===== config.mk =====
export PLATFORM = sky130hd
export DESIGN_NAME = bdod_cell
export DESIGN_NICKNAME = d
export VERILOG_FILES = /design/src/design/bdod_pkg.sv /design/src/design/bdod_cell.sv
export SDC_FILE = /design/constraint.sdc
export NUM_CORES = 1
export LEC_CHECK = 0
export BUFFER_PORTS_ARGS = -buffer_cell sky130_fd_sc_hd__clkbuf_2
export CAP_MARGIN = 0
export CORE_MARGIN = 10
export CORE_UTILIZATION = 45
export DETAILED_ROUTE_END_ITERATION = 10
export GPL_ROUTABILITY_DRIVEN = 0
export GPL_TIMING_DRIVEN = 0
export MAX_ROUTING_LAYER = met4
export PLACE_DENSITY_LB_ADDON = 0.08
export REMOVE_ABC_BUFFERS = 1
export SLEW_MARGIN = 20
export SYNTH_ARGS = -nofsm -noshare
export SYNTH_HDL_FRONTEND = slang
export SYNTH_SLANG_ARGS = --single-unit
export TNS_END_PERCENT = 5

===== constraint.sdc =====
create_clock -name clk -period 3.91 [get_ports clk]
set_input_delay 0.5865 -clock clk [delete_from_list [all_inputs] [get_ports clk]]
set_output_delay 0.5865 -clock clk [all_outputs]
set_load 0.01 [all_outputs]

===== src/design/bdod_pkg.sv =====
package bdod_pkg;

    localparam int PROB_W  = 32;
    localparam int RATE_W  = 32;
    localparam int SUM_W   = 34;
    localparam int K_W     = 6;
    localparam int COEF_W  = SUM_W + K_W;
    localparam int PROD_W  = 64;
    localparam int ACC_W   = 96;
    localparam int DER_W   = 64;
    localparam int HL_W    = 6;
    localparam int CIDX_W  = 3;

    localparam logic [CIDX_W-1:0] CFG_GOOD_SPEC = 3'd0;
    localparam logic [CIDX_W-1:0] CFG_INC_SPEC  = 3'd1;
    localparam logic [CIDX_W-1:0] CFG_GOOD_EXT  = 3'd2;
    localparam logic [CIDX_W-1:0] CFG_INC_EXT   = 3'd3;
    localparam logic [CIDX_W-1:0] CFG_COMPL     = 3'd4;
    localparam logic [CIDX_W-1:0] CFG_HALF      = 3'd5;

    localparam logic ACT_LOAD    = 1'b0;
    localparam logic ACT_COMPUTE = 1'b1;

    // one good entry and one incipient entry
    typedef struct packed {
        logic [PROB_W-1:0] g;
        logic [PROB_W-1:0] h;
    } cell_data_t;

    typedef enum logic [1:0] {
        SUB_LATCH  = 2'd0,
        SUB_MUL_LO = 2'd1,
        SUB_ADD_LO = 2'd2,
        SUB_ADD_HI = 2'd3
    } sub_t;

    typedef struct packed {
        logic clear;
        logic run;
        sub_t sub;
    } mac_ctrl_t;

endpackage


===== src/design/bdod_cell.sv =====
module bdod_cell (
    input  logic                   clk,
    input  logic                   shift_fwd,
    input  logic                   shift_back,
    input  bdod_pkg::cell_data_t   from_next,
    input  bdod_pkg::cell_data_t   from_prev,
    input  logic                   wr_g,
    input  logic                   wr_h,
    input  logic [31:0]            wr_data,
    output bdod_pkg::cell_data_t   data
);
    import bdod_pkg::*;

    cell_data_t data_reg;
    cell_data_t data_next;

    always_comb
    begin
        data_next = data_reg;
        priority if (shift_fwd)
        begin
            data_next = from_next;
        end
        else if (shift_back)
        begin
            data_next = from_prev;
        end
        else
        begin
            if (wr_g)
            begin
                data_next.g = wr_data;
            end
            if (wr_h)
            begin
                data_next.h = wr_data;
            end
        end
    end

    always_ff @(posedge clk)
    begin
        data_reg <= data_next;
    end

    assign data = data_reg;

endmodule


### Word-level counts from Yosys, hierarchy flattened

Cells that the tools add are included.

* register bits after elaboration: 64
* input bits: 165
* output and inout bits: 64
* logic and storage cells: 8

* multiplexer cells: 4
* reduce and logical (&&, ||, !) cells: 2

Operator list (number)
* 64-bit two-way mux: 2
* 32-bit two-way mux: 2
* 3-bit nonzero test: 2

### Longest topological paths before layout

* depth in word-level cells: 3
* depth in mapped cells: 5
* mapped depth without buffers: 2

### Worst setup path before layout

No wires, ideal clock.

* path kind: input port to flip-flop
* from: in shift_back
* to: reg data_reg (netlist bit data[0]), enable pin
* setup time: 0.414 ns
* arrival: 1.606 ns
* required time: 3.496 ns
* slack: 1.890 ns
* stages: 3
* path buffers: 2
* path through: buf_6 buf_12 or3_1

* cells in the longest elaborated chain, start to end: 1

Ends and longest elaborated chain
* start, declared: RTL line bdod_cell.sv:4 `input logic shift_back,`
* 3-bit nonzero test (no source line)
* end signal, assigned: RTL line bdod_cell.sv:43 `data_reg <= data_next;`
* end, declared: RTL line bdod_cell.sv:14 `cell_data_t data_reg;`

Every way passes these cells.
A chain may end at the register's enable or synchronous reset.

### Worst setup path in the final report

* from: in shift_back
* to: reg data_reg (netlist bit data[57]), enable pin

The elaborated chain is that of the path after synthesis.

==> summary.txt <==
Worst setup path
  • Worst path max stage delay: 0.77 ns
  • Slowest cell on crit path: or3_2
  • Stages on worst setup path: 4
  • CP required: 3.99 ns
  • Critical path cell sequence: clkbuf_4, buf_16, or3_2, buf_16
  • Crit path from: shift_back
  • CP bufs+invs: 3
  • Delay-heaviest family, CP: buffers and inverters
  • Setup Crit Path Kind: in2reg
  • CP Max Fanout: 38
  • Cell mode on critical path: buf_16
  • Setup crit end kind: flop
  • Critical path endpoint: data[57]$_DFFE_PP_
  • Critical path arrival: 2.32 ns
  • CP Launch Type: input port

Cells and area
  • Area delta synth->final: 39.6%
  • Number of diodes: 0
  • Design area: 4650 sq um
  • Filler Cells Inserted: 615
  • Nets: 666
  • Share of cells above drive strength 1: 0.485
  • Max reg flops: 64

Timing
  • Hold Violations, Final: 0
  • Setup TNS: 0 ns
  • Least-Margin Pin Slew: 0.555 ns
  • Worst slew margin: 0.630
  • Final setup fails: 0
  • Unrepaired setup endpoints after global routing: no
  • Final min period: 2.24 ns
  • Final Max Tran Viols: 0
  • Setup ws final: 1.67 ns
  • Final period utilization: 0.572
  • F_max: 447 MHz

Pwr
  • Sequential Power Share: 0.522
  • Clock Power Share: 0.263
  • Internal Power: 0.00123 W
  • P_sw: 0.000429 W
  • Sw Share: 0.259
  • Combinational share of power: 0.215
  • Pleak: 2.36 nW
  • Maximum vdd ir drop: 0.000179 V
  • Power per cell area: 356 nW/um^2
  • Tot Pwr: 0.00166 W

Detailed routing
  • Via density: 4.80
  • WL/cell: 17.5 um
  • Post-Route WL: 10600 um
  • Vias: 2892
  • # DRC: 0
  • Pre-Repair DR Iteration Count: 4
  • Initial DRC count: 82
  • Final antenna-violating net count: 0

Floorplan
  • Die width: 106 um
  • IO Pins: 229
  • Initial Util: 0.462
  • Core area: 7210 sq um
  • Die ar.: 11200 sq um
  • Die extent in y: 106 um
  • Placement row count: 31

Synthesis
  • Avg Cell Area, Syn: 11.9 sq um
  • Flops & latches, synth: 64
  • Ys async rst share: 0
  • Synth top area share: 0.577
  • Top cells by count, synth: edfxtp_1, mux2i_1, nand2_1
  • Number of synthesized flops with an enable pin: 64
  • Netlist cell types: 11
  • Yosys warning total: 0
  • Commonest register cell after synthesis: edfxtp_1
  • Top post-synthesis cells by area: edfxtp_1, mux2i_1, nand2_1
  • Post-synth top area cell: edfxtp_1
  • Post-Syn Area: 3330 sq um
  • Cells after Synth: 280
  • Post-synthesis sequential area ratio: 0.577

GRT
  • Global Route Usage Sum: 0.186
  • Remaining global-route overflow: 0
  • Largest net degree at the start of global routing: 78
  • Number of global-route vias before repair: 3143
  • Global-route wire length before repair: 16100 um
  • Antenna violations before repair: 0

Clock tree
  • Clk buf depth: 2
  • CTS Hold Buffers Added: 0
  • Clk slew on worst S/H paths: 0.07 ns
  • Post-CTS sizing: 0
  • Setup bufs post-CTS: 0
  • Clk root buf: clkbuf_8
  • Cts bufs inserted: 9
  • # clock sinks: 64
  • CTS H-tree lvls: 3
  • CTS tree: built

Worst hold path
  • Worst hold path type: in2reg
  • Hold path depth: 3

Job
  • # Max-Cap Violations: 0

Outcome
  • Status: finished clean

Place
  • Worst slack, placed: 1.31 ns
  • I/O Buffers: 228
  • Post-DP HPWL: 8660 um
  • Placement-stage cell area: 4510 sq um
## how the worst min path moves through the flow
stage                              from                  to  slack, ns
after floorplan               shift_fwd   data[0]$_DFFE_PP_       0.77
after global placement    from_next[61]  data[61]$_DFFE_PP_       0.86
after detailed placement  from_next[16]  data[16]$_DFFE_PP_       0.87
after CTS                  from_next[5]   data[5]$_DFFE_PP_       0.52
after global routing       from_next[7]   data[7]$_DFFE_PP_       0.54
final                     from_next[61]  data[61]$_DFFE_PP_       0.54
## cell families after synthesis
family                 share of synthesized area
AND/OR/NAND/NOR                           0.0759
AO/OA/AOI/OAI                             0.0962
multiplexers                               0.192
flip-flops                                 0.577
buffers and inverters                     0.0586
## stage by stage
stage | std cells | utilization | hold WS [ns]
2_1_floorplan | 258 | - | 0.774
3_3_place_gp | 585 | 0.610 | 0.863
3_5_place_dp | 589 | 0.625 | 0.871
4_1_cts | 602 | 0.645 | 0.522
5_1_grt | 602 | 0.645 | 0.536
6_report | 602 | 0.645 | 0.539
## metal layers
layer,vias to the layer above,global-route usage,part of all wire
li1,1466,-,-
met1,1262,0.177,0.36
met2,152,0.338,0.54
met3,12,0.0700,0.087
met4,0,0.0658,0.019
met5,-,-,0
## cell usage in the layout, fill, tap and decap left out
| cell | n |
|---|---|
| clkbuf_4 | 2 |
| clkbuf_2 | 226 |
| nand2_1 | 64 |
| or3_2 | 2 |
| clkinv_2 | 1 |
| clkinv_1 | 2 |
| o21ai_0 | 24 |
| clkbuf_8 | 9 |
| clkbuf_1 | 1 |
| mux2i_1 | 64 |
| o21ai_1 | 40 |
| edfxtp_1 | 64 |
| buf_12 | 1 |
| buf_16 | 3 |
## power groups by stage
| stage | Clock, W | Sequential [W] | Combinational [W] |
|---|---|---|---|
| 3_5_place_dp | 0 | 0.000881 | 0.000363 |
| 3_3_place_gp | 0 | 0.000879 | 0.000351 |
| 6_report | 0.000436 | 0.000865 | 0.000356 |
| 4_1_cts | 0.000454 | 0.000866 | 0.000364 |
| 5_1_grt | 0.000479 | 0.000873 | 0.000393 |
| 2_1_floorplan | 0 | 0.000926 | 0.0000840 |
## layout make-up
class                   instances  area, sq um  share of cell area
clock buffers                  10          128              0.0274
flip-flops and latches         64         1920               0.413
clock inverters                 3         12.5             0.00269
well taps                      99          124              0.0266
repair buffers                232         1250               0.268
multi-input cells             194         1220               0.262
Note: power is estimated with default switching activity, not from simulation.
