## config.mk

```make
export PLATFORM = sky130hd
export DESIGN_NAME = bdod_mac
export DESIGN_NICKNAME = d
export VERILOG_FILES = /design/src/design/bdod_pkg.sv /design/src/design/bdod_mac.sv
export SDC_FILE = /design/constraint.sdc
export NUM_CORES = 2
export LEC_CHECK = 0
export BUFFER_PORTS_ARGS = -buffer_cell sky130_fd_sc_hd__buf_2
export CORE_ASPECT_RATIO = 1.75
export CORE_MARGIN = 3
export CORE_UTILIZATION = 30
export DETAILED_ROUTE_END_ITERATION = 16
export SLEW_MARGIN = 20
export SYNTH_ARGS = -nofsm -noshare
export SYNTH_HDL_FRONTEND = slang
export SYNTH_SLANG_ARGS = --single-unit
```

## constraint.sdc

```tcl
create_clock -name clk -period 23.6 [get_ports clk]
set_clock_uncertainty 0.1 [all_clocks]
set_input_delay 2.36 -clock clk [delete_from_list [all_inputs] [get_ports clk]]
set_output_delay 2.36 -clock clk [all_outputs]
set_load 0.05 [all_outputs]
```

## src/design/bdod_pkg.sv

```systemverilog
package bdod_pkg;

    localparam int PROB_W  = 32;
    localparam int RATE_W  = 32;
    localparam int SUM_W   = 34;
    localparam int K_W     = 6;
    localparam int COEF_W  = SUM_W + K_W;
    localparam int PROD_W  = 64;
    localparam int ACC_W   = 96;
    localparam int DER_W   = 64;
    localparam int HL_W    = 6;
    localparam int CIDX_W  = 3;

    localparam logic [CIDX_W-1:0] CFG_GOOD_SPEC = 3'd0;
    localparam logic [CIDX_W-1:0] CFG_INC_SPEC  = 3'd1;
    localparam logic [CIDX_W-1:0] CFG_GOOD_EXT  = 3'd2;
    localparam logic [CIDX_W-1:0] CFG_INC_EXT   = 3'd3;
    localparam logic [CIDX_W-1:0] CFG_COMPL     = 3'd4;
    localparam logic [CIDX_W-1:0] CFG_HALF      = 3'd5;

    localparam logic ACT_LOAD    = 1'b0;
    localparam logic ACT_COMPUTE = 1'b1;

    // one good entry and one incipient entry
    typedef struct packed {
        logic [PROB_W-1:0] g;
        logic [PROB_W-1:0] h;
    } cell_data_t;

    typedef enum logic [1:0] {
        SUB_LATCH  = 2'd0,
        SUB_MUL_LO = 2'd1,
        SUB_ADD_LO = 2'd2,
        SUB_ADD_HI = 2'd3
    } sub_t;

    typedef struct packed {
        logic clear;
        logic run;
        sub_t sub;
    } mac_ctrl_t;

endpackage

```

## src/design/bdod_mac.sv

```systemverilog
module bdod_mac (
    input  logic                        clk,
    input  bdod_pkg::mac_ctrl_t         ctrl,
    input  logic [bdod_pkg::COEF_W-1:0] coef,
    input  logic [bdod_pkg::PROB_W-1:0] prob,
    input  logic                        neg,
    output logic [bdod_pkg::DER_W-1:0]  result
);
    import bdod_pkg::*;

    logic [COEF_W-1:0] coef_reg;
    logic [PROB_W-1:0] prob_reg;
    logic              neg_reg;
    logic [PROD_W-1:0] prod_reg;
    logic [PROD_W-1:0] prod_next;
    logic [ACC_W-1:0]  acc_reg;
    logic [ACC_W-1:0]  acc_next;
    logic [ACC_W-1:0]  term;
    logic [ACC_W-80:0] top_bits;

    always_comb
    begin
        prod_next = prod_reg;
        acc_next  = acc_reg;
        term      = '0;
        if (ctrl.clear)
        begin
            acc_next = '0;
        end
        else if (ctrl.run)
        begin
            unique case (ctrl.sub)
                SUB_LATCH:
                begin
                    prod_next = prod_reg;
                end
                SUB_MUL_LO:
                begin
                    prod_next = coef_reg[31:0] * prob_reg;
                end
                SUB_ADD_LO:
                begin
                    term      = {32'd0, prod_reg};
                    acc_next  = neg_reg ? acc_reg - term : acc_reg + term;
                    prod_next = PROD_W'(coef_reg[COEF_W-1:32]) * PROD_W'(prob_reg);
                end
                SUB_ADD_HI:
                begin
                    term     = {prod_reg, 32'd0};
                    acc_next = neg_reg ? acc_reg - term : acc_reg + term;
                end
                default:
                begin
                    prod_next = prod_reg;
                end
            endcase
        end
    end

    always_ff @(posedge clk)
    begin
        if (ctrl.run && ctrl.sub == SUB_LATCH)
        begin
            coef_reg <= coef;
            prob_reg <= prob;
            neg_reg  <= neg;
        end
        prod_reg <= prod_next;
        acc_reg  <= acc_next;
    end

    // floor to q.32, saturate to 64 bits
    assign top_bits = acc_reg[ACC_W-1:79];

    always_comb
    begin
        if ((&top_bits) || !(|top_bits))
        begin
            result = acc_reg[79:16];
        end
        else if (acc_reg[ACC_W-1])
        begin
            result = {1'b1, {(DER_W-1){1'b0}}};
        end
        else
        begin
            result = {1'b0, {(DER_W-1){1'b1}}};
        end
    end

endmodule

```

== Yosys cells after proc, flatten, opt, wreduce, memory -nomap -nowiden ==
Cells that the tools add are included.
Operators by class
  add/sub/neg operators: 4
  multipliers: 2
  equal/unequal tests: 3
  multiplexer cells: 6
  bitwise gates (word level): 1
  reductions and logical operators: 10
Operators by type and width (count)
  $mux W96: 2
  $pmux W96 S2: 1
  $mux W64: 2
  $pmux W64 S2: 1
  $add A96 B64 Y96: 1
  $add A96 B96 Y96: 1
  $sub A96 B64 Y96: 1
  $sub A96 B96 Y96: 1
  $mul A32 B32 Y64: 1
  $mul A8 B32 Y40: 1
  $reduce_and A17 Y1: 1
  $reduce_or A17 Y1: 1
  $eq A2 B2 Y1 const B: 2
  $reduce_bool A2 Y1: 2
  $reduce_and A3 Y1: 1
  $eq A2 B1 Y1 const B: 1
  $logic_not A2 Y1: 1
  $reduce_and A2 Y1: 1
  $logic_and A1 B1 Y1: 1
  $logic_not A1 Y1: 1
  $logic_or A1 B1 Y1: 1
  $not A1 Y1: 1
Storage, ports and cells
  bits in registers: 233
  logic and storage cells: 31

== Depth between registers and ports, before layout ==
  word-level depth: 4
  depth in mapped cells: 29
  gate-level depth less buffers: 27

== Worst setup path before layout ==
No wires, ideal clock.
  kind: register to register
  start point: register coef_reg[30]
  end point: register prod_reg[54] (data pin)
  library setup time: 0.266 ns
  arrival: 7.366 ns
  setup slack: 15.868 ns
  cell stages (with the launch flop): 29
  path buffers: 2
  cell sequence: edfxtp_1 clkbuf_1 nand2_1 fa_1 inv_1 fa_1 fa_1 inv_1 fa_1 inv_1 fa_1 fa_1 fa_1 inv_1 fa_1 inv_1 ha_1 clkbuf_1 a21o_1 a21o_1 a211o_1 o31a_1 nor3_1 a21oi_1 a211oi_2 o21ai_1 a31oi_2 xor2_1 nor2_1
On the way
  longest elaborated chain between the ends: 2
Ends and longest elaborated chain
  from (decl): line bdod_mac.sv:11  | logic [COEF_W-1:0] coef_reg;
  from (signal assigned): line bdod_mac.sv:64  | coef_reg <= coef;
  $mul A32 B32 Y64: line bdod_mac.sv:39  | prod_next = coef_reg[31:0] * prob_reg;
  $pmux W64 S2: line bdod_mac.sv:32  | unique case (ctrl.sub)
  to (signal assigned): line bdod_mac.sv:68  | prod_reg <= prod_next;
  to (decl): line bdod_mac.sv:14  | logic [PROD_W-1:0] prod_reg;
Every way passes these cells.
A chain may end at the register's enable or synchronous reset.

== Final worst setup path ==
  start point: register prob_reg[2]
  end point: register prod_reg[56] (data pin)
On the way
  longest elaborated chain between the ends: 2
Ends and longest elaborated chain
  from (decl): line bdod_mac.sv:12  | logic [PROB_W-1:0] prob_reg;
  from (signal assigned): line bdod_mac.sv:65  | prob_reg <= prob;
  $mul A32 B32 Y64: line bdod_mac.sv:39
  $pmux W64 S2: line bdod_mac.sv:32
Every way passes these cells.

==> impl_metrics.csv <==
group,metric,value,unit
die,initial_core_util,30.2,%
synth,synth_area,61300,um2
worst_hold_path,min_to,"acc_reg[9]$_SDFFE_PP0P_",
grt,grtUsageMet2,37.9,%
timing,rsz0062_at_grt,"false",
worst_hold_path,hp-start,"acc_reg[9]$_SDFFE_PP0P_",
timing,tightest_slew,1250,ps
die,die_width,348,um
finish,area.growth.synth_to_final,6.87,%
clock_tree,postCtsSetupBuffers,0,
clock_tree,cts.sinks,233,
timing,final-max-slew-violation-count,0,
synth,yosysWarningCount,0,
detailed_routing,via_per_inst,5.16,
setup_path,crit_path_end_kind,"flip-flop",
setup_path,r2r-end,"prod_reg[56]$_SDFFCE_PP0P_",
grt,grt_start_max_net_pins,79,
clock_tree,cts_tree,"built",
clock_tree,max-clock-path-buffers,3,
die,placementRows,219,
synth,ys_seq_area_share,9.84,%
synth,postSynthNetCount,8711,
grt,groute.usage.overall,19.8,%
synth,synth.most_common_cell,"fa_1",
timing,clock.fmax,112,MHz
clock_tree,cts_buffers,30,
detailed_routing,routed_wl,209000,um
die,dieArea,210000,um2
timing,fin_setup_tns,0,ps
synth,yosysTopAreaCell,"fa_1",
setup_path,arrival,9320,ps
timing,maxSlewHeadroom,15.9,%
synth,synth_common_cells,"fa_1 (1,078), inv_1 (1,066), nand2_1 (817)",
timing,setup_viol,0,
grt,grt_pass1_wl,321000,um
place,portBuffers,141,
synth,synth.distinct_cells,107,
status,status,"finished clean",
setup_path,regToRegStartpoint,"prob_reg[2]$_DFFE_PP_",
setup_path,rr_worst_depth,26,
detailed_routing,num_vias,49500,
clock_tree,clk_pin_slew,80,ps
synth,yosysTopAreaCellShare,35.2,%
detailed_routing,wl_per_cell,21.8,um
synth,syn_inst,7069,
detailed_routing,ant_nets,0,
grt,met3_usage,1.98,%
timing,period_share,37.7,%
finish,largest_reg_flops,96,
clock_tree,clk_latency,720,ps
grt,grt_pass1_vias,54800,
setup_path,start_kind,"flip-flop",
synth,netlist_top_cells_area,"fa_1 (35%), ha_1 (9.9%), and2_1 (7.4%)",
clock_tree,cts_hold_buf,0,
die,core_area,203000,um2
grt,met1_usage,20.4,%
synth,ys_seq_elements,233,
finish,drive_gt1_share,5.36,%
worst_hold_path,hold_class,"reg2reg",
die,die_h,604,um
detailed_routing,first_pass_iters,6,
synth,synth_enable_flop_cells,137,
synth,ys_async_sr_fraction,0,%
grt,grt_overflow,0,
detailed_routing,drt_iter0_markers,2893,
place,dp_hpwl,169000,um
place,globalplace.congestion,0.950,
setup_path,reg2reg_setup_slack,14700,ps
finish,fin_nets,8537,
timing,timing_hold_violations_final,0,
grt,grt_antenna_before_repair,8,
synth,avgSynthCellArea,8.68,um2
worst_hold_path,hold_depth,2,
setup_path,crit_type,"reg2reg",
clock_tree,cts_resized,0,
setup_path,required,24020,ps
setup_path,worstPathMaxFanout,40,
timing,post-route-min-period,8900,ps
synth,synth_flop_cell,"edfxtp_1",
detailed_routing,drcViolationCount,0,
clock_tree,clockRootBuffer,"clkbuf_16",
die,ioPinCount,142,
run,max_cap_violations,0,
grt,grt-busiest-layer,"met2",
clock_tree,ctsHtreeMaxLevel,1,
-- kinds of logic after synthesis --
group / after synthesis / synth area share (%)
compound gates: 1211 / 12.9
mux: 19 / 0.318
xor+xnor: 286 / 4.10
simple gates: 2249 / 18.4
buf+inv: 1507 / 9.31
flops: 233 / 9.84
fa+ha+maj: 1564 / 45.1
-- cells in the final DEF (no fill, tap or decap), types with 30 or more instances in the layout --
cell	instances
a211oi_1	32
a21o_1	239
a21oi_1	379
a22oi_1	30
a31oi_1	40
and2_1	721
buf_2	140
buf_4	93
clkbuf_16	30
dfxtp_1	96
edfxtp_1	137
fa_1	1078
ha_1	484
inv_1	1066
nand2_1	817
nand2b_1	34
nand3_1	52
nand4_1	80
nor2_1	301
nor2b_1	32
nor3_1	66
o21a_1	37
o21ai_0	188
o21bai_1	61
or3_1	38
xnor2_1	181
xor2_1	101
-- area by class of cell --
cell class                 count  area [um2]
timing repair buffer         235        1440
multi-input combinational   5329       49700
clock inverter                26         309
clock buffer                  30         751
fill                       21300      138000
inverter                    1066        4000
antenna                        5        12.5
tap                         2652        3320
sequential                   233        6040
-- worst max-delay path by stage --
stage | slack [ps] | start | endpoint | cells after the start
after floorplan | 15870 | coef_reg[30]$_DFFE_PP_ | prod_reg[54]$_SDFFCE_PP0P_ | 28
after global placement | 14840 | prob_reg[2]$_DFFE_PP_ | prod_reg[56]$_SDFFCE_PP0P_ | 26
after detailed placement | 14830 | prob_reg[2]$_DFFE_PP_ | prod_reg[56]$_SDFFCE_PP0P_ | 26
after CTS | 14730 | prob_reg[2]$_DFFE_PP_ | prod_reg[56]$_SDFFCE_PP0P_ | 26
after global routing | 14310 | prob_reg[2]$_DFFE_PP_ | prod_reg[56]$_SDFFCE_PP0P_ | 26
final | 14700 | prob_reg[2]$_DFFE_PP_ | prod_reg[56]$_SDFFCE_PP0P_ | 26
-- metal layers --
layer	wire length [um]	share of wire (%)	vias to the layer above
met1	73500	35	25000
met3	8830	4.2	661
met2	111000	53	1573
li1	-	-	22200
met4	15300	7.3	6
met5	40	0.019	-
-- per-stage QoR --
| stage | cells | instance area [um2] | hold slack (ps) | util [%] | setup WS, ps |
|---|---|---|---|---|---|
| floorplan | 7069 | 61300 | 336 | - | 15870 |
| global placement | 9513 | 64400 | 342 | 31.7 | 14840 |
| detailed placement | 9513 | 64400 | 351 | 31.7 | 14830 |
| CTS | 9569 | 65500 | 362 | 32.2 | 14730 |
| global route | 9572 | 65500 | 413 | 32.2 | 14310 |
| finish | 9576 | 65500 | 364 | 32.2 | 14700 |
-- critical path, cell delays in order (launching register included) --
cell      delay, ps
edfxtp_1        360
buf_4           280
and2_1          250
fa_1            550
inv_1            50
fa_1            490
fa_1            460
fa_1            560
inv_1            60
fa_1            500
inv_1            60
fa_1            540
inv_1            60
fa_1            390
fa_1            470
ha_1            460
a21o_1          170
a21o_1          170
a21oi_1          90
o21ai_0         820
nor3_1          150
a21oi_1         420
a211oi_2        150
o21ai_1         290
a31oi_2         220
or4_1           450
nand4_1          90
Power is not shown: default switching activity piles up to over one toggle a cycle in this logic, so the estimate is an artifact.
